[src/rtl/ssb_pkg.sv]
// ----------------------------------------------------------------------------
// ssb_pkg: shared types and constants of the sensor superframe builder
// Request and result payloads, command codes, queue entry type and the
// lowest-set-slot helper used by the frame sequencer.
// ----------------------------------------------------------------------------
package ssb_pkg;

	// Usable sensor slots (0..3) and the fixed capacity of the presence field
	localparam int NUM_SLOTS      = 4;
	localparam int MAX_SLOTS      = 5;
	localparam int VALS_PER_SLOT  = 7;
	localparam int VAL_W          = 16;
	localparam int ROW_W          = VALS_PER_SLOT * VAL_W;
	localparam int BYTES_PER_SLOT = 2 * VALS_PER_SLOT;
	localparam int SLOT_W         = (NUM_SLOTS > 1) ? $clog2(NUM_SLOTS) : 1;
	localparam int IDX_W          = 3;
	localparam int CNT_W          = 10;
	localparam int BCNT_W         = $clog2(BYTES_PER_SLOT);
	localparam int QUEUE_DEPTH    = 2;
	localparam int QPTR_W         = (QUEUE_DEPTH > 1) ? $clog2(QUEUE_DEPTH) : 1;
	localparam int QCNT_W         = $clog2(QUEUE_DEPTH + 1);

	typedef enum logic {
		CMD_STAGE = 1'b0,
		CMD_FLUSH = 1'b1
	} cmd_t;

	// One request as seen on the input port
	typedef struct packed {
		cmd_t              cmd;
		logic [IDX_W-1:0]  sensor_index;
		logic signed [15:0] accel_x;
		logic signed [15:0] accel_y;
		logic signed [15:0] accel_z;
		logic signed [15:0] quat_x;
		logic signed [15:0] quat_y;
		logic signed [15:0] quat_z;
		logic signed [15:0] quat_w;
	} req_t;

	// One byte of the superframe
	typedef struct packed {
		logic [7:0] frame_byte;
		logic       last_byte;
	} frame_t;

	// Classified operation passed from front to back; value k sits at [16k +: 16]
	typedef struct packed {
		cmd_t              kind;
		logic [SLOT_W-1:0] slot;
		logic [ROW_W-1:0]  values;
	} op_t;

	// Index of the lowest set bit of a presence field (zero when empty)
	function automatic logic [IDX_W-1:0] first_slot(input logic [MAX_SLOTS-1:0] mask);
		logic [IDX_W-1:0] idx;
		idx = '0;
		for (int i = MAX_SLOTS - 1; i >= 0; i--) begin
			if (mask[i]) begin
				idx = IDX_W'(i);
			end
		end
		return idx;
	endfunction

endpackage

[src/rtl/sensor_superframe_builder.sv]
// ----------------------------------------------------------------------------
// sensor_superframe_builder: collects sensor samples and streams superframes
// Top level joining the request queue and the frame sequencer.
// ----------------------------------------------------------------------------
// Usage:
//   A request is taken on a rising edge with start high and busy low. A stage
//   request writes seven values into a slot and marks it present; a flush
//   request sends the superframe as bytes on result, one per cycle with valid
//   high, last_byte marking the final one. Flushes with nothing present and
//   stages to missing slots produce nothing.
//   Requests wait in a two-entry queue; busy is high only when it is full.
//   Stage requests drain at one per cycle while the sequencer is idle, so
//   back-to-back stages stall only while a flush is being sent. A flush holds
//   the sequencer through its pop, two header bytes and then fourteen bytes
//   per present slot, read from the slot memory one row ahead. An accepted
//   flush passes the queue and the sequencer before its first byte is registered.
//   The receiver cannot hold results off; each byte is shown for one cycle.
//   Reset clears the queue, presence and frame counter; slot contents stay
//   undefined until written and are never sent before being written.
// ----------------------------------------------------------------------------
module sensor_superframe_builder (
	input  logic            clk,
	input  logic            arst_n,
	input  logic            start,
	output logic            busy,
	input  ssb_pkg::req_t   req,
	output logic            valid,
	output ssb_pkg::frame_t result
);
	import ssb_pkg::*;

	logic op_valid;
	op_t  op;
	logic pop;

	// Request intake and queue
	ssb_front u_front (
		.clk      (clk),
		.arst_n   (arst_n),
		.start    (start),
		.busy     (busy),
		.req      (req),
		.op_valid (op_valid),
		.op       (op),
		.pop      (pop)
	);

	// Slot store and frame sequencer
	ssb_back u_back (
		.clk      (clk),
		.arst_n   (arst_n),
		.op_valid (op_valid),
		.op       (op),
		.pop      (pop),
		.valid    (valid),
		.result   (result)
	);

endmodule

[src/rtl/ssb_front.sv]
// ----------------------------------------------------------------------------
// ssb_front: request intake and operation queue
// Accepts requests, drops stages to slots that do not exist and queues the
// rest for the frame sequencer. Busy while the queue is full.
// ----------------------------------------------------------------------------
module ssb_front (
	input  logic          clk,
	input  logic          arst_n,
	input  logic          start,
	output logic          busy,
	input  ssb_pkg::req_t req,
	output logic          op_valid,
	output ssb_pkg::op_t  op,
	input  logic          pop
);
	import ssb_pkg::*;

	op_t               entry_q [QUEUE_DEPTH];
	logic [QPTR_W-1:0] wr_ptr_q;
	logic [QPTR_W-1:0] rd_ptr_q;
	logic [QCNT_W-1:0] count_q;
	logic              accept;
	logic              push;
	op_t               new_op;

	assign busy     = (count_q == QCNT_W'(QUEUE_DEPTH));
	assign accept   = start && !busy;
	assign op_valid = (count_q != '0);
	assign op       = entry_q[rd_ptr_q];

	// Classify: drop a stage whose slot is out of range
	always_comb begin
		push = accept && ((req.cmd == CMD_FLUSH) ||
			(req.sensor_index < IDX_W'(NUM_SLOTS)));
		new_op.kind   = req.cmd;
		new_op.slot   = req.sensor_index[SLOT_W-1:0];
		new_op.values = {req.quat_w, req.quat_z, req.quat_y, req.quat_x,
			req.accel_z, req.accel_y, req.accel_x};
	end

	// Store the queued payload
	always_ff @(posedge clk) begin
		if (push) begin
			entry_q[wr_ptr_q] <= new_op;
		end
	end

	// Advance pointers and fill level
	always_ff @(posedge clk or negedge arst_n) begin
		if (!arst_n) begin
			wr_ptr_q <= '0;
			rd_ptr_q <= '0;
			count_q  <= '0;
		end else begin
			if (push) begin
				wr_ptr_q <= (wr_ptr_q == QPTR_W'(QUEUE_DEPTH - 1)) ? '0 : wr_ptr_q + 1'b1;
			end
			if (pop) begin
				rd_ptr_q <= (rd_ptr_q == QPTR_W'(QUEUE_DEPTH - 1)) ? '0 : rd_ptr_q + 1'b1;
			end
			count_q <= count_q + QCNT_W'(push) - QCNT_W'(pop);
		end
	end

endmodule

[src/rtl/ssb_back.sv]
// ----------------------------------------------------------------------------
// ssb_back: slot store and superframe sequencer
// Writes staged samples into the slot memory one row at a time and streams
// a superframe one byte per cycle on flush, then clears presence and bumps
// the frame counter.
// ----------------------------------------------------------------------------
module ssb_back (
	input  logic            clk,
	input  logic            arst_n,
	input  logic            op_valid,
	input  ssb_pkg::op_t    op,
	output logic            pop,
	output logic            valid,
	output ssb_pkg::frame_t result
);
	import ssb_pkg::*;

	typedef enum logic [3:0] {
		ST_IDLE = 4'b0001,
		ST_HDR0 = 4'b0010,
		ST_HDR1 = 4'b0100,
		ST_DATA = 4'b1000
	} back_state_t;

	logic [ROW_W-1:0]     slot_mem [NUM_SLOTS];
	logic [ROW_W-1:0]     row_q;
	back_state_t          state_q;
	logic [MAX_SLOTS-1:0] pres_q;
	logic [MAX_SLOTS-1:0] rem_q;
	logic [IDX_W-1:0]     cur_q;
	logic [BCNT_W-1:0]    cnt_q;
	logic [CNT_W-1:0]     ctr_q;
	logic                 valid_q;
	frame_t               result_q;

	logic                 mem_we;
	logic                 mem_re;
	logic                 start_flush;
	logic                 slot_end;
	logic [MAX_SLOTS-1:0] rem_next;
	logic [IDX_W-1:0]     first_idx;
	logic [IDX_W-1:0]     next_idx;
	logic [IDX_W-1:0]     rd_idx;
	logic                 emit;
	frame_t               emit_data;

	assign valid  = valid_q;
	assign result = result_q;

	// Pop only while idle; decide what the popped request does
	always_comb begin
		pop         = (state_q == ST_IDLE) && op_valid;
		mem_we      = pop && (op.kind == CMD_STAGE);
		start_flush = pop && (op.kind == CMD_FLUSH) && (pres_q != '0);
		first_idx   = first_slot(pres_q);
		rem_next    = rem_q & ~(MAX_SLOTS'(1) << cur_q);
		next_idx    = first_slot(rem_next);
		slot_end    = (state_q == ST_DATA) && (cnt_q == BCNT_W'(BYTES_PER_SLOT - 1));
		mem_re      = start_flush || (slot_end && (rem_next != '0));
		rd_idx      = start_flush ? first_idx : next_idx;
	end

	// Slot memory: one row write or one registered row read a cycle
	always_ff @(posedge clk) begin
		if (mem_we) begin
			slot_mem[op.slot] <= op.values;
		end
		if (mem_re) begin
			row_q <= slot_mem[rd_idx[SLOT_W-1:0]];
		end
	end

	// Select the byte to send this cycle
	always_comb begin
		emit      = 1'b0;
		emit_data = '0;
		unique case (state_q)
			ST_HDR0: begin
				emit                 = 1'b1;
				emit_data.frame_byte = {pres_q, 1'b0, ctr_q[CNT_W-1:8]};
			end
			ST_HDR1: begin
				emit                 = 1'b1;
				emit_data.frame_byte = ctr_q[7:0];
			end
			ST_DATA: begin
				emit                 = 1'b1;
				emit_data.frame_byte = row_q[{cnt_q, 3'b000} +: 8];
				emit_data.last_byte  = slot_end && (rem_next == '0);
			end
			default: begin
				emit = 1'b0;
			end
		endcase
	end

	// Register the result byte
	always_ff @(posedge clk) begin
		result_q <= emit_data;
	end

	// Sequencer and frame state
	always_ff @(posedge clk or negedge arst_n) begin
		if (!arst_n) begin
			state_q <= ST_IDLE;
			pres_q  <= '0;
			rem_q   <= '0;
			cur_q   <= '0;
			cnt_q   <= '0;
			ctr_q   <= '0;
			valid_q <= 1'b0;
		end else begin
			valid_q <= emit;
			unique case (state_q)
				ST_IDLE: begin
					if (mem_we) begin
						pres_q <= pres_q | (MAX_SLOTS'(1) << op.slot);
					end
					if (start_flush) begin
						rem_q   <= pres_q;
						cur_q   <= first_idx;
						state_q <= ST_HDR0;
					end
				end
				ST_HDR0: begin
					state_q <= ST_HDR1;
				end
				ST_HDR1: begin
					cnt_q   <= '0;
					state_q <= ST_DATA;
				end
				ST_DATA: begin
					if (slot_end) begin
						cnt_q <= '0;
						if (rem_next == '0) begin
							pres_q  <= '0;
							ctr_q   <= ctr_q + 1'b1;
							state_q <= ST_IDLE;
						end else begin
							rem_q <= rem_next;
							cur_q <= next_idx;
						end
					end else begin
						cnt_q <= cnt_q + 1'b1;
					end
				end
				default: begin
					state_q <= ST_IDLE;
				end
			endcase
		end
	end

endmodule
[config.mk]
export PLATFORM = sky130hd
export DESIGN_NAME = sensor_superframe_builder
export DESIGN_NICKNAME = d
export VERILOG_FILES = /design/src/rtl/ssb_pkg.sv /design/src/rtl/sensor_superframe_builder.sv /design/src/rtl/ssb_front.sv /design/src/rtl/ssb_back.sv
export SDC_FILE = /design/constraint.sdc
export NUM_CORES = 1
export LEC_CHECK = 0
export BUFFER_PORTS_ARGS = -buffer_cell sky130_fd_sc_hd__buf_2
export CAP_MARGIN = 10
export CORE_ASPECT_RATIO = 0.9
export CORE_MARGIN = 5
export CORE_UTILIZATION = 40
export CTS_BUF_LIST = sky130_fd_sc_hd__clkbuf_8
export DETAILED_ROUTE_END_ITERATION = 8
export GPL_TIMING_DRIVEN = 0
export SYNTH_ARGS = -nofsm -noshare
export SYNTH_HDL_FRONTEND = slang
export SYNTH_SLANG_ARGS = --single-unit
[constraint.sdc]
create_clock -name clk -period 9.6 [get_ports clk]
set_input_delay 1.92 -clock clk [delete_from_list [all_inputs] [get_ports clk]]
set_output_delay 1.92 -clock clk [all_outputs]
set_load 0.1 [all_outputs]
# Word-level counts from Yosys, hierarchy flattened

Memories as Yosys holds them, arrays and structs flattened. A register that Yosys moved wholly into a read port is not among the register bits.
Index checks and enable logic that the tools add are counted.

Bits in registers: 45
Memory bits (writable): 678
Input bits: 119
Output and inout bits: 11
Logic and storage cells: 99
Memories kept: 2

Add/subtract/negate cells: 6
Order comparisons: 1
Equal/unequal tests: 11
Shift-type cells: 3
Mux-type cells: 37
Bitwise gates (word level): 4
Reductions and logical operators: 23

Memories:

| memory          | depth | bits a word | read ports | clocked after Yosys merged registers in | wr ports | RTL line        | text |
|---|---|---|---|---|---|---|---|
| u_back.slot_mem | 4     | 112         | 1          | 1                                       | 1        | ssb_back.sv:25  | `logic [ROW_W-1:0] slot_mem [NUM_SLOTS];` |
| u_front.entry_q | 2     | 115         | 1          | 0                                       | 1        | ssb_front.sv:18 | `op_t entry_q [QUEUE_DEPTH];` |

Operators with widths:

| cell                                                                     | number |
|---|---|
| 112-bit by 8-bit indexed part select with 8-bit output                   | 1 |
| 3-bit 2-to-1 mux                                                         | 13 |
| 5-bit 2-to-1 mux                                                         | 6 |
| 8-bit case mux with 3 select lines                                       | 1 |
| 5-bit case mux with 2 select lines                                       | 2 |
| 4-bit 2-to-1 mux                                                         | 4 |
| 4-bit case mux with 4 select lines                                       | 1 |
| 10-bit by 1-bit adder with 10-bit output (second input constant)         | 1 |
| 5-bit nonzero test                                                       | 2 |
| 1-bit logical AND                                                        | 9 |
| 4-bit equality test (second input constant)                              | 2 |
| 4-bit case mux with 2 select lines                                       | 1 |
| 4-bit AND reduction                                                      | 2 |
| 1-bit 2-to-1 mux                                                         | 7 |
| 2-bit by 1-bit inequality test with 1-bit output (second input constant) | 3 |
| 3-bit case mux with 2 select lines                                       | 1 |
| 3-bit AND reduction                                                      | 2 |
| 2-bit nonzero test                                                       | 3 |
| 5-bit bitwise AND                                                        | 1 |
| 5-bit logical NOT                                                        | 1 |
| 5-bit NOT                                                                | 1 |
| 5-bit bitwise OR                                                         | 1 |
| 1-bit by 2-bit left shift with 5-bit output (first input constant)       | 1 |
| 1-bit by 3-bit left shift with 5-bit output (first input constant)       | 1 |
| other kinds (15)                                                         | 18 |

# Longest topological paths before layout

Gate-level depths: netlist (run 1).

Depth after elaboration: 11
Depth in mapped cells: 10
Gate-level depth less buffers: 7

# Modules after synthesis

A second synthesis (run 1) with hierarchy kept.

Cell total of the unflattened synthesis: 1931
Area total of the unflattened synthesis: 32758.9 um2

By module, submodules not included:

| module    | times used | cells an instance | area an instance (um2) | sequential area each (um2) |
|---|---|---|---|---|
| ssb_back  | 1          | 1555              | 24103.1                | 17773.3 |
| ssb_front | 1          | 376               | 8655.8                 | 7006.7 |

# Least setup slack after synthesis (run 1)

No wires, ideal clock.

Kind: reg2reg
Start: register u_back.state_q[0]
End: memory u_back.slot_mem[3][0] in the netlist's numbering, enable pin
Setup time: 0.621 ns
Arrival time: 7.019 ns
Data required time: 8.979 ns
Path slack: 1.960 ns
Cell stages (with the launch flop): 4
Path buffers: 0
Clock period less this slack: 7.640 ns
Cell sequence: dfstp_2 -> or4b_4 -> or3b_2 -> a21oi_1

Word-level cells in the longest chain between the ends: 5

Ends and longest elaborated chain:

| what                                           | RTL line        | text |
|---|---|---|
| start: declaration                             | ssb_back.sv:27  | `back_state_t state_q;` |
| start signal: assignment                       | ssb_back.sv:105 | `state_q <= ST_IDLE;` |
| start signal: assignment                       | ssb_back.sv:122 | `state_q <= ST_HDR0;` |
| start signal: assignment                       | ssb_back.sv:126 | `state_q <= ST_HDR1;` |
| 4-bit by 1-bit equality test with 1-bit output | ssb_back.sv:52  | `pop = (state_q == ST_IDLE) && op_valid;` |
| 1-bit logical AND                              | ssb_back.sv:52  |  |
| 1-bit logical AND                              | ssb_back.sv:53  | `mem_we = pop && (op.kind == CMD_STAGE);` |
| 1-bit 2-to-1 mux                               | ssb_back.sv:65  | `if (mem_we) begin` |
| 1-bit 2-to-1 mux (implied by the code)         | ssb_back.sv:66  | `slot_mem[op.slot] <= op.values;` |
| end: declaration                               | ssb_back.sv:25  |  |

No other way between the ends.

# Worst setup path after layout (run 1)

Start: register u_back.cur_q[1]
End: register u_back.row_q[31] (read register of u_back.slot_mem) (data pin)

Word-level cells in the longest chain between the ends: 8
Elaborated cells on any way between the ends: 11
Those cells by class: shift (1); mux (5); bitwise (2); reduce/logical (3)

Ends and longest elaborated chain:

| what                                            | RTL line        | text |
|---|---|---|
| start: declaration                              | ssb_back.sv:30  | `logic [IDX_W-1:0] cur_q;` |
| start signal: assignment                        | ssb_back.sv:121 | `cur_q <= first_idx;` |
| start signal: assignment                        | ssb_back.sv:141 | `cur_q <= next_idx;` |
| 1-bit by 3-bit left shift with 5-bit output (*) | ssb_back.sv:56  | `rem_next = rem_q & ~(MAX_SLOTS'(1) << cur_q);` |
| 5-bit NOT (*)                                   | ssb_back.sv:56  |  |
| 5-bit bitwise AND (*)                           | ssb_back.sv:56  |  |
| 3-bit 2-to-1 mux (4 in series)                  | ssb_pkg.sv:59   | `if (mask[i]) begin` |
| 2-bit 2-to-1 mux                                | ssb_back.sv:60  | `rd_idx = start_flush ? first_idx : next_idx;` |
| end: declaration                                | ssb_back.sv:26  | `logic [ROW_W-1:0] row_q;` |

Every way passes the cells marked *; elsewhere a longest branch is shown, timed or not.
A chain may end at the register's enable or synchronous reset.

==> results of run 1 <==
-- cell usage in the layout (no fill, tap or decap), drive strengths merged, types with 5 or more instances in the layout --
master	count
and4	225
nand2	13
nand3	7
o22ai	9
a22oi	10
clkbuf	348
nor2	32
ha	5
a211oi	224
nor3	229
clkinvlp	5
a21oi	17
o21ai	22
dfrtp	34
o32ai	225
inv	524
buf	231
mux2i	133
xnor2	9
mux2	117
dfxtp	9
edfxtp	790
mux4	24
clkinv	35
-- path summary, 6_finish.rpt --
check	end	cells after the start
max	u_back.row_q[31]$_DFFE_PP_	9
min in group asynchronous	u_front.wr_ptr_q$_DFFE_PN0P_	1
min reg2reg	u_back.ctr_q[9]$_DFFE_PN0P_	1
max in group asynchronous	u_back.cnt_q[0]$_DFFE_PN0P_	1
min	u_back.ctr_q[9]$_DFFE_PN0P_	1
max reg2reg	u_back.row_q[31]$_DFFE_PP_	9
-- power by group through the flow --
stage                     registers (mW)  logic (mW)  clock network [mW]
after floorplan                     5.72        4.61                   0
after global placement              5.90        7.06                   0
after detailed placement            5.69        7.33                   0
after CTS                           5.64        7.38                3.08
after global routing                5.70        7.97                3.25
final                               5.64        7.48                2.99
-- layout make-up --
class / instances / area [um2]
fillers: 8654 / 51980
flip-flops and latches: 834 / 24780
multi-input cells: 1339 / 11020
clock buffers: 149 / 2051
inverters: 472 / 1772
well taps: 1265 / 1583
repair buffers: 163 / 1349
plain buffers: 268 / 1252
clock inverters: 96 / 550.5
diodes: 4 / 10.01
-- through the flow --
stage                     area (um2)  cells  TNS, ns  total power [mW]  utilization
after floorplan                38760   2913        0             10.32            -
after global placement         40980   4307  -645.84             12.95       0.4254
after detailed placement       41750   4340        0             13.03       0.4333
after CTS                      44350   4585        0             16.10       0.4603
after global routing           44360   4587        0             16.92       0.4604
final                          44360   4590        0             16.11       0.4604
-- routing by layer --
layer / wire length, um / GRT usage
met2: 45700 / 0.2894
met3: 9292 / 0.05166
met4: 3605 / 0.07701
met1: 48340 / 0.2936
met5: 0 / 0
-- state kept, by name, summed over array words and instances, names as in the netlist, 4 cells and up --
name and cells:
u_back.cnt_q 4, u_back.slot_mem 448, u_front.entry_q 230, u_back.row_q 112, u_back.ctr_q 10, u_back.result 9
u_back.rem_q 5, u_back.state_q 4, u_back.pres_q 4
-- synth_stat cells (2+ instances only) --
library cell	n
a21oi_1	17
nor4b_1	3
a211oi_1	224
buf_2	44
or4_1	2
mux2i_1	133
inv_1	472
o21ai_0	21
buf_6	25
nand2_1	13
edfxtp_1	790
nand4_1	4
a22oi_1	10
o32a_1	2
dfrtp_1	34
and4_1	225
nor2_1	32
nand3_1	7
ha_1	5
or3_1	2
o32ai_1	224
clkbuf_1	198
dfxtp_1	9
mux4_2	24
mux2_2	117
nor2b_1	3
nor4_1	3
o22ai_1	8
xnor2_1	9
nor3_1	229
xor2_1	4
-- cell families (layout without fill, tap and decap cells) --
| family | count (synthesis) | after routing |
|---|---|---|
| AOI/OAI and AO/OA | 515 | 515 |
| xor gates and xnor gates | 13 | 13 |
| adders and majority gates | 5 | 5 |
| buffers and inverters | 740 | 1148 |
| DFF | 834 | 834 |
| muxes | 274 | 274 |
| other | 0 | 4 |
| and+or+nand+nor | 532 | 532 |
==> impl_results.md, run 1 <==
* Status: completed
* Initial Utilization at 0.4023
* Final period utilization at 0.4480
* VDD IR max at roughly 0.18 mV
* Net Sw Frac at 0.4154
* HP Class: reg -> reg
* DP HPWL at ~70,000 um
* #FFs+latches synth at 834
* Number of routed nets with antenna violations at 0
* PostCTS Resize Cnt at 0
* GRT Total Usage at 0.2012
* Post-route DRC at 0
* Cell count after synthesis at between 2,000 and 3,000
* Clk slew on worst S/H paths at ~0.060 ns
* Syn_area_per_cell at about 13 um2
* # Post-CTS Setup Buffers at 0
* Register area share after synthesis at 0.6394
* Final net count at between 3,000 and 4,000
* Crit Path Max Fanout at 10
* RSZ-0062 raised after global routing: false
* WL/cell at roughly 23 um
* Synthesized-area fraction occupied by adder cells at 0.001614
* EDFF count, synth at 790
* Max_cap viols at 0
* Slew @ Worst Pin at between 1 and 1.5 ns
* Psw at 6.693 mW
* Layout area overhead at 14.47%
* Hold_sp: u_back.ctr_q[9]$_DFFE_PN0P_
* Internal at 9.421 mW
* Dpl ws at 5.444 ns
* Most used DFF post-synth: edfxtp_1
* First drt pass iteration count at 5
* Crit path DAT at between 4 and 5 ns
* Hold slack at 0.4711 ns
* Root Driver: clkbuf_8
* CP startpoint kind: flop
* Final setup margin at 5.299 ns
* WP data required at just over 10 ns
* First-pass GRT wire length at between 150,000 and 200,000 um
* Crit-path leading delay family: buffers and inverters
* Yosys cell types at between 50 and 60
* Slowest cell on crit path: clkbuf_1
* FF-to-FF setup slack at 5.30 ns
* Die ar. at 103,200 um2
* P_leak at 16.23 nW
* Synth top area cells: edfxtp_1, and4_1, o32ai_1
* CP Capture Type: flop
* I/O Pins at 130
* Logic gate share of total power at 0.464
* TritonCTS Buffers at around 140
* Slew Limit Fails at 0
* Max clock buf depth at 3
* Slowest cell delay on critical path at slightly below 0.9 ns
* Fraction of the mapped netlist area in simple logic gates at 0.09111
* Top cell type by total area after synthesis: edfxtp_1
* Clk sinks at approximately 830
* Share of the synthesized area in the top cell type at 0.6121
* Final WL at around 110,000 um
* Cell Area, Synth at about 39,000 um2
* GP Congestion at 0.8762
* Syn nets at a little over 3,000
* Mux cell area share after synthesis at 0.08229
* Die Y at between 300 and 400 um
* Number of global-route vias before repair at between 20,000 and 30,000
* CTS Hold Bufs at 0
* Remaining global-route overflow at 0
* Initial antenna violation count at 4
* Most used cell, CP: clkbuf_1
* Worst setup path start: u_back.cur_q[1]$_DFFE_PN0P_
* Vias per inst at around 5.7
* Asr flop ratio synth at 0.04197
* Crit path time final at roughly 4.3 ns
* Final hold vios at 0
* Crit path cell chain: clkbuf_1, nor2b_1, a22oi_1, clkbuf_1, clkbuf_1, clkbuf_1, a211oi_1, nor3_1, mux2i_1
* Horiz. Die Dim at 338.1 um
* Post-Synth XOR/XNOR Area at 0.002938
* Max frequency at 232.5 MHz
* DRT iter0 DRCs at approximately 2,800
* Clock share of power at 0.185
* Sequential Power Share at 0.350
* Slew headroom at 0.1318
* Compound-Gate Fraction of Synth Area at 0.1047
* Share of layout cells above drive strength 1 at 0.1719
* Synth Warn # at 0
* Pin count of the biggest net entering global routing at 56
* Worst path buffer plus inverter count at 4
* Core footprint at about 96,000 um2
* CTS tree: yes
* Worst skew pair latency at between 0.8 and 0.9 ns
* Port buffer count at around 130
* Skew final at just over 0.04 ns
* # rows at between 100 and 150
* Via count at ~26,000
* Reg2reg start: u_back.cur_q[1]$_DFFE_PN0P_
* Largest family of logic cells by synthesized area: compound AO/OA/AOI/OAI gates
* WS Path Type: reg -> reg
* Final setup fails at 0
* Htree depth at 4
* Power Density at about 360 nW/um2
No activity file was read; power rests on OpenSTA's default activity.
==> inputs of run 2 (changes only) <==
==> constraint.sdc (replaced) <==
create_clock -name clk -period 4.5 [get_ports clk]
set_input_delay 0.9 -clock clk [delete_from_list [all_inputs] [get_ports clk]]
set_output_delay 0.9 -clock clk [all_outputs]
set_load 0.1 [all_outputs]
==> run 2 against run 1 <==
Compared with the run above: combinational power is 110% higher; clock power is 110% higher; via count is 0.42% higher; sequential share of layout area hardly changed; clock skew is 0.0058 ns lower; final area hardly changed; largest power group unchanged; clock-buffer cell count is 2 lower; worst hold slack worse by 0.24 ns; non-clock buffer count stayed put; power is 110% higher.
==> impl_results.md, run 2 (synthesized netlist as in run 1, its figures left out) <==
* Status: completed
* Max clock buf depth at 3 (unchanged)
* Largest register FFs at 448 (unchanged)
* Max Used Layer: met5
* Remaining global-route overflow at 0 (unchanged)
* Crit path DAT at 4.78 ns (-0.04 ns)
* Core footprint at 96,350 um2 (unchanged)
* RSZ-0062 raised after global routing: false
* Die Y at 305.3 um (unchanged)
* Layout area overhead at 14.39% (about the same)
* Initial antenna violation count at 6 (+2)
* CP startpoint kind: flop
* Die ar. at 103,200 um2 (unchanged)
* GRT Total Usage at 0.2006 (-0.0006157)
* Share of layout cells above drive strength 1 at 0.1722 (+0.0002911)
* Most used cell, CP: clkbuf_1
* I/O Pins at 130 (unchanged)
* Dpl ws at 0.3219 ns (-5.122 ns)
* Max frequency at 233.5 MHz (+0.43%)
* Htree depth at 4 (unchanged)
* Final WL at 106,900 um (about the same)
* Max_cap viols at 0 (unchanged)
* Internal at 19.97 mW (+110%)
* CP Capture Type: flop
* # rows at 108 (unchanged)
* WS Path Type: reg -> reg
* WP data required at 5.00 ns (-5.12 ns)
* Clk sinks at 834 (unchanged)
* Initial Utilization at 0.4023 (unchanged)
* Met2 routed WL at 46,390 um (+1.5%)
* DP HPWL at 72,190 um (+0.38%)
* Port buffer count at 129 (unchanged)
* Horiz. Die Dim at 338.1 um (unchanged)
* First drt pass iteration count at 5 (unchanged)
* Root Driver: clkbuf_8
* Slew headroom at 0.1666 (+0.03484)
* Slew @ Worst Pin at 1.250 ns (-0.05227 ns)
* Final hold vios at 0 (unchanged)
* Number of routed nets with antenna violations at 0 (unchanged)
* Filler cell count at 8,626 (-0.32%)
* Most frequent cells in the layout: edfxtp_1, inv_1, nor3_1
* Dpl cells at 4,341 (+0.023%)
* Final period utilization at 0.9516 (+0.5036)
* Crit path cell chain: clkbuf_1, nor2b_1, a22oi_1, clkbuf_1, clkbuf_1, clkbuf_1, a211oi_1, nor3_1, mux2i_1
* Power Density at 772.4 nW/um2 (+110%)
* HP Class: in -> async
* Most common cell after layout, fill and taps aside: edfxtp_1
* Post-route DRC at 0 (unchanged)
* Vias per inst at 5.712 (+0.32%)
* Final setup margin at 0.2179 ns (-5.081 ns)
* Slowest cell on crit path: clkbuf_1
* # Post-CTS Setup Buffers at 0 (unchanged)
* Sequential Power Share at 0.351 (about the same)
* Fin cells at 4,595 (+0.11%)
* Number of global-route vias before repair at 25,370 (-0.79%)
* Fin util at 0.4601 (about the same)
* PostCTS Resize Cnt at 0 (unchanged)
* Final setup fails at 0 (unchanged)
* Final net count at 3,345 (+0.12%)
* VDD IR max at 0.2985 mV (+64%)
* CTS Hold Bufs at 0 (unchanged)
* Skew final at 0.03517 ns (-0.005804 ns)
* Psw at 14.27 mW (+110%)
* CTS tree: yes
* GP Congestion at 0.8775 (+0.15%)
* WL/cell at 23.26 um (-0.17%)
* Wire length on met1 at 49,260 um (+1.9%)
* P_leak at 16.18 nW (-0.35%)
* TritonCTS Buffers at 143 (+2.9%)
* Biggest register: u_back.slot_mem
* Crit Path Max Fanout at 10 (unchanged)
* Crit path time final at 4.282 ns (-0.01861 ns)
* WL met3 at 8389 um (-9.7%)
* Slowest cell delay on critical path at 0.88 ns (about the same)
* DRT iter0 DRCs at 2,990 (+5.2%)
* Clk slew on worst S/H paths at 0.06 ns (about the same)
* First-pass GRT wire length at 160,000 um (+0.48%)
* Net Sw Frac at 0.4167 (+0.001314)
* Clock share of power at 0.183 (-0.002)
* Biggest regs: u_back.slot_mem (448), u_front.entry_q (230), u_back.row_q (112)
* Pin count of the biggest net entering global routing at 56 (unchanged)
* Slew Limit Fails at 0 (unchanged)
* Logic gate share of total power at 0.465 (about the same)
* Worst skew pair latency at 0.80 ns (-0.02 ns)
* Via count at 26,250 (+0.42%)
* Power Total at 34.24 mW (+110%)
## run 2: metal layers
layer | vias to the layer above | GRT usage
li1 | 11890 | -
met1 | 13000 | 0.3014
met2 | 1173 | 0.2940
met3 | 183 | 0.03900
met4 | 2 | 0.06437
met5 | - | 0
## run 2: worst max-delay path, delay by kind of cell, from the launching register on
kind / cells / cell delay (ns)
simple gates: 2 / 0.60
mux: 1 / 0.22
flops: 1 / 0.35
buf+inv: 4 / 2.33
compound gates: 2 / 0.48
## run 2: cell type report
type	instances	area [um2]	area share
antenna	3	7.507	0.0001693
buffer	268	1252	0.02825
clock buffer	147	2023	0.04564
clock inverter	104	534.3	0.01205
inverter	472	1772	0.03996
multi-input combinational	1339	11020	0.2485
sequential	834	24780	0.5590
tap	1265	1583	0.03570
timing repair buffer	163	1364	0.03076
## run 2: metrics by stage
| stage | hold slack [ns] | area (um2) | TNS [ns] |
|---|---|---|---|
| detailed placement | 0.4589 | 41770 | 0 |
| floorplan | 0.4420 | 38790 | -170.17 |
| CTS | 0.1979 | 44320 | 0 |
| finish | 0.2303 | 44330 | 0 |
| global route | 0.2312 | 44330 | 0 |
| global placement | 0.4600 | 41020 | -1272.17 |
## run 2: worst paths after layout
path	start	slack, ns	cells past startpoint	end
worst min-delay path	arst_n	0.23	1	u_front.rd_ptr_q$_DFFE_PN0P_
worst max register to register	u_back.cur_q[1]$_DFFE_PN0P_	0.22	9	u_back.row_q[31]$_DFFE_PP_
min in group clk	req[84]	0.29	1	u_front.entry_q[1][20]$_DFFE_PP_
max in group asynchronous	arst_n	3.67	1	u_back.ctr_q[2]$_DFFE_PN0P_
worst min register to register	u_back.ctr_q[9]$_DFFE_PN0P_	0.47	1	u_back.ctr_q[9]$_DFFE_PN0P_
worst max-delay path	u_back.cur_q[1]$_DFFE_PN0P_	0.22	9	u_back.row_q[31]$_DFFE_PP_
## run 2: power groups by stage
| stage | clock network (mW) | registers, mW | logic (mW) |
|---|---|---|---|
| after global placement | 0 | 12.4 | 15.1 |
| after CTS | 6.45 | 12.0 | 15.7 |
| after floorplan | 0 | 12.1 | 9.85 |
| final | 6.28 | 12.0 | 15.9 |
| after global routing | 6.80 | 12.2 | 17.0 |
| after detailed placement | 0 | 12.2 | 15.6 |
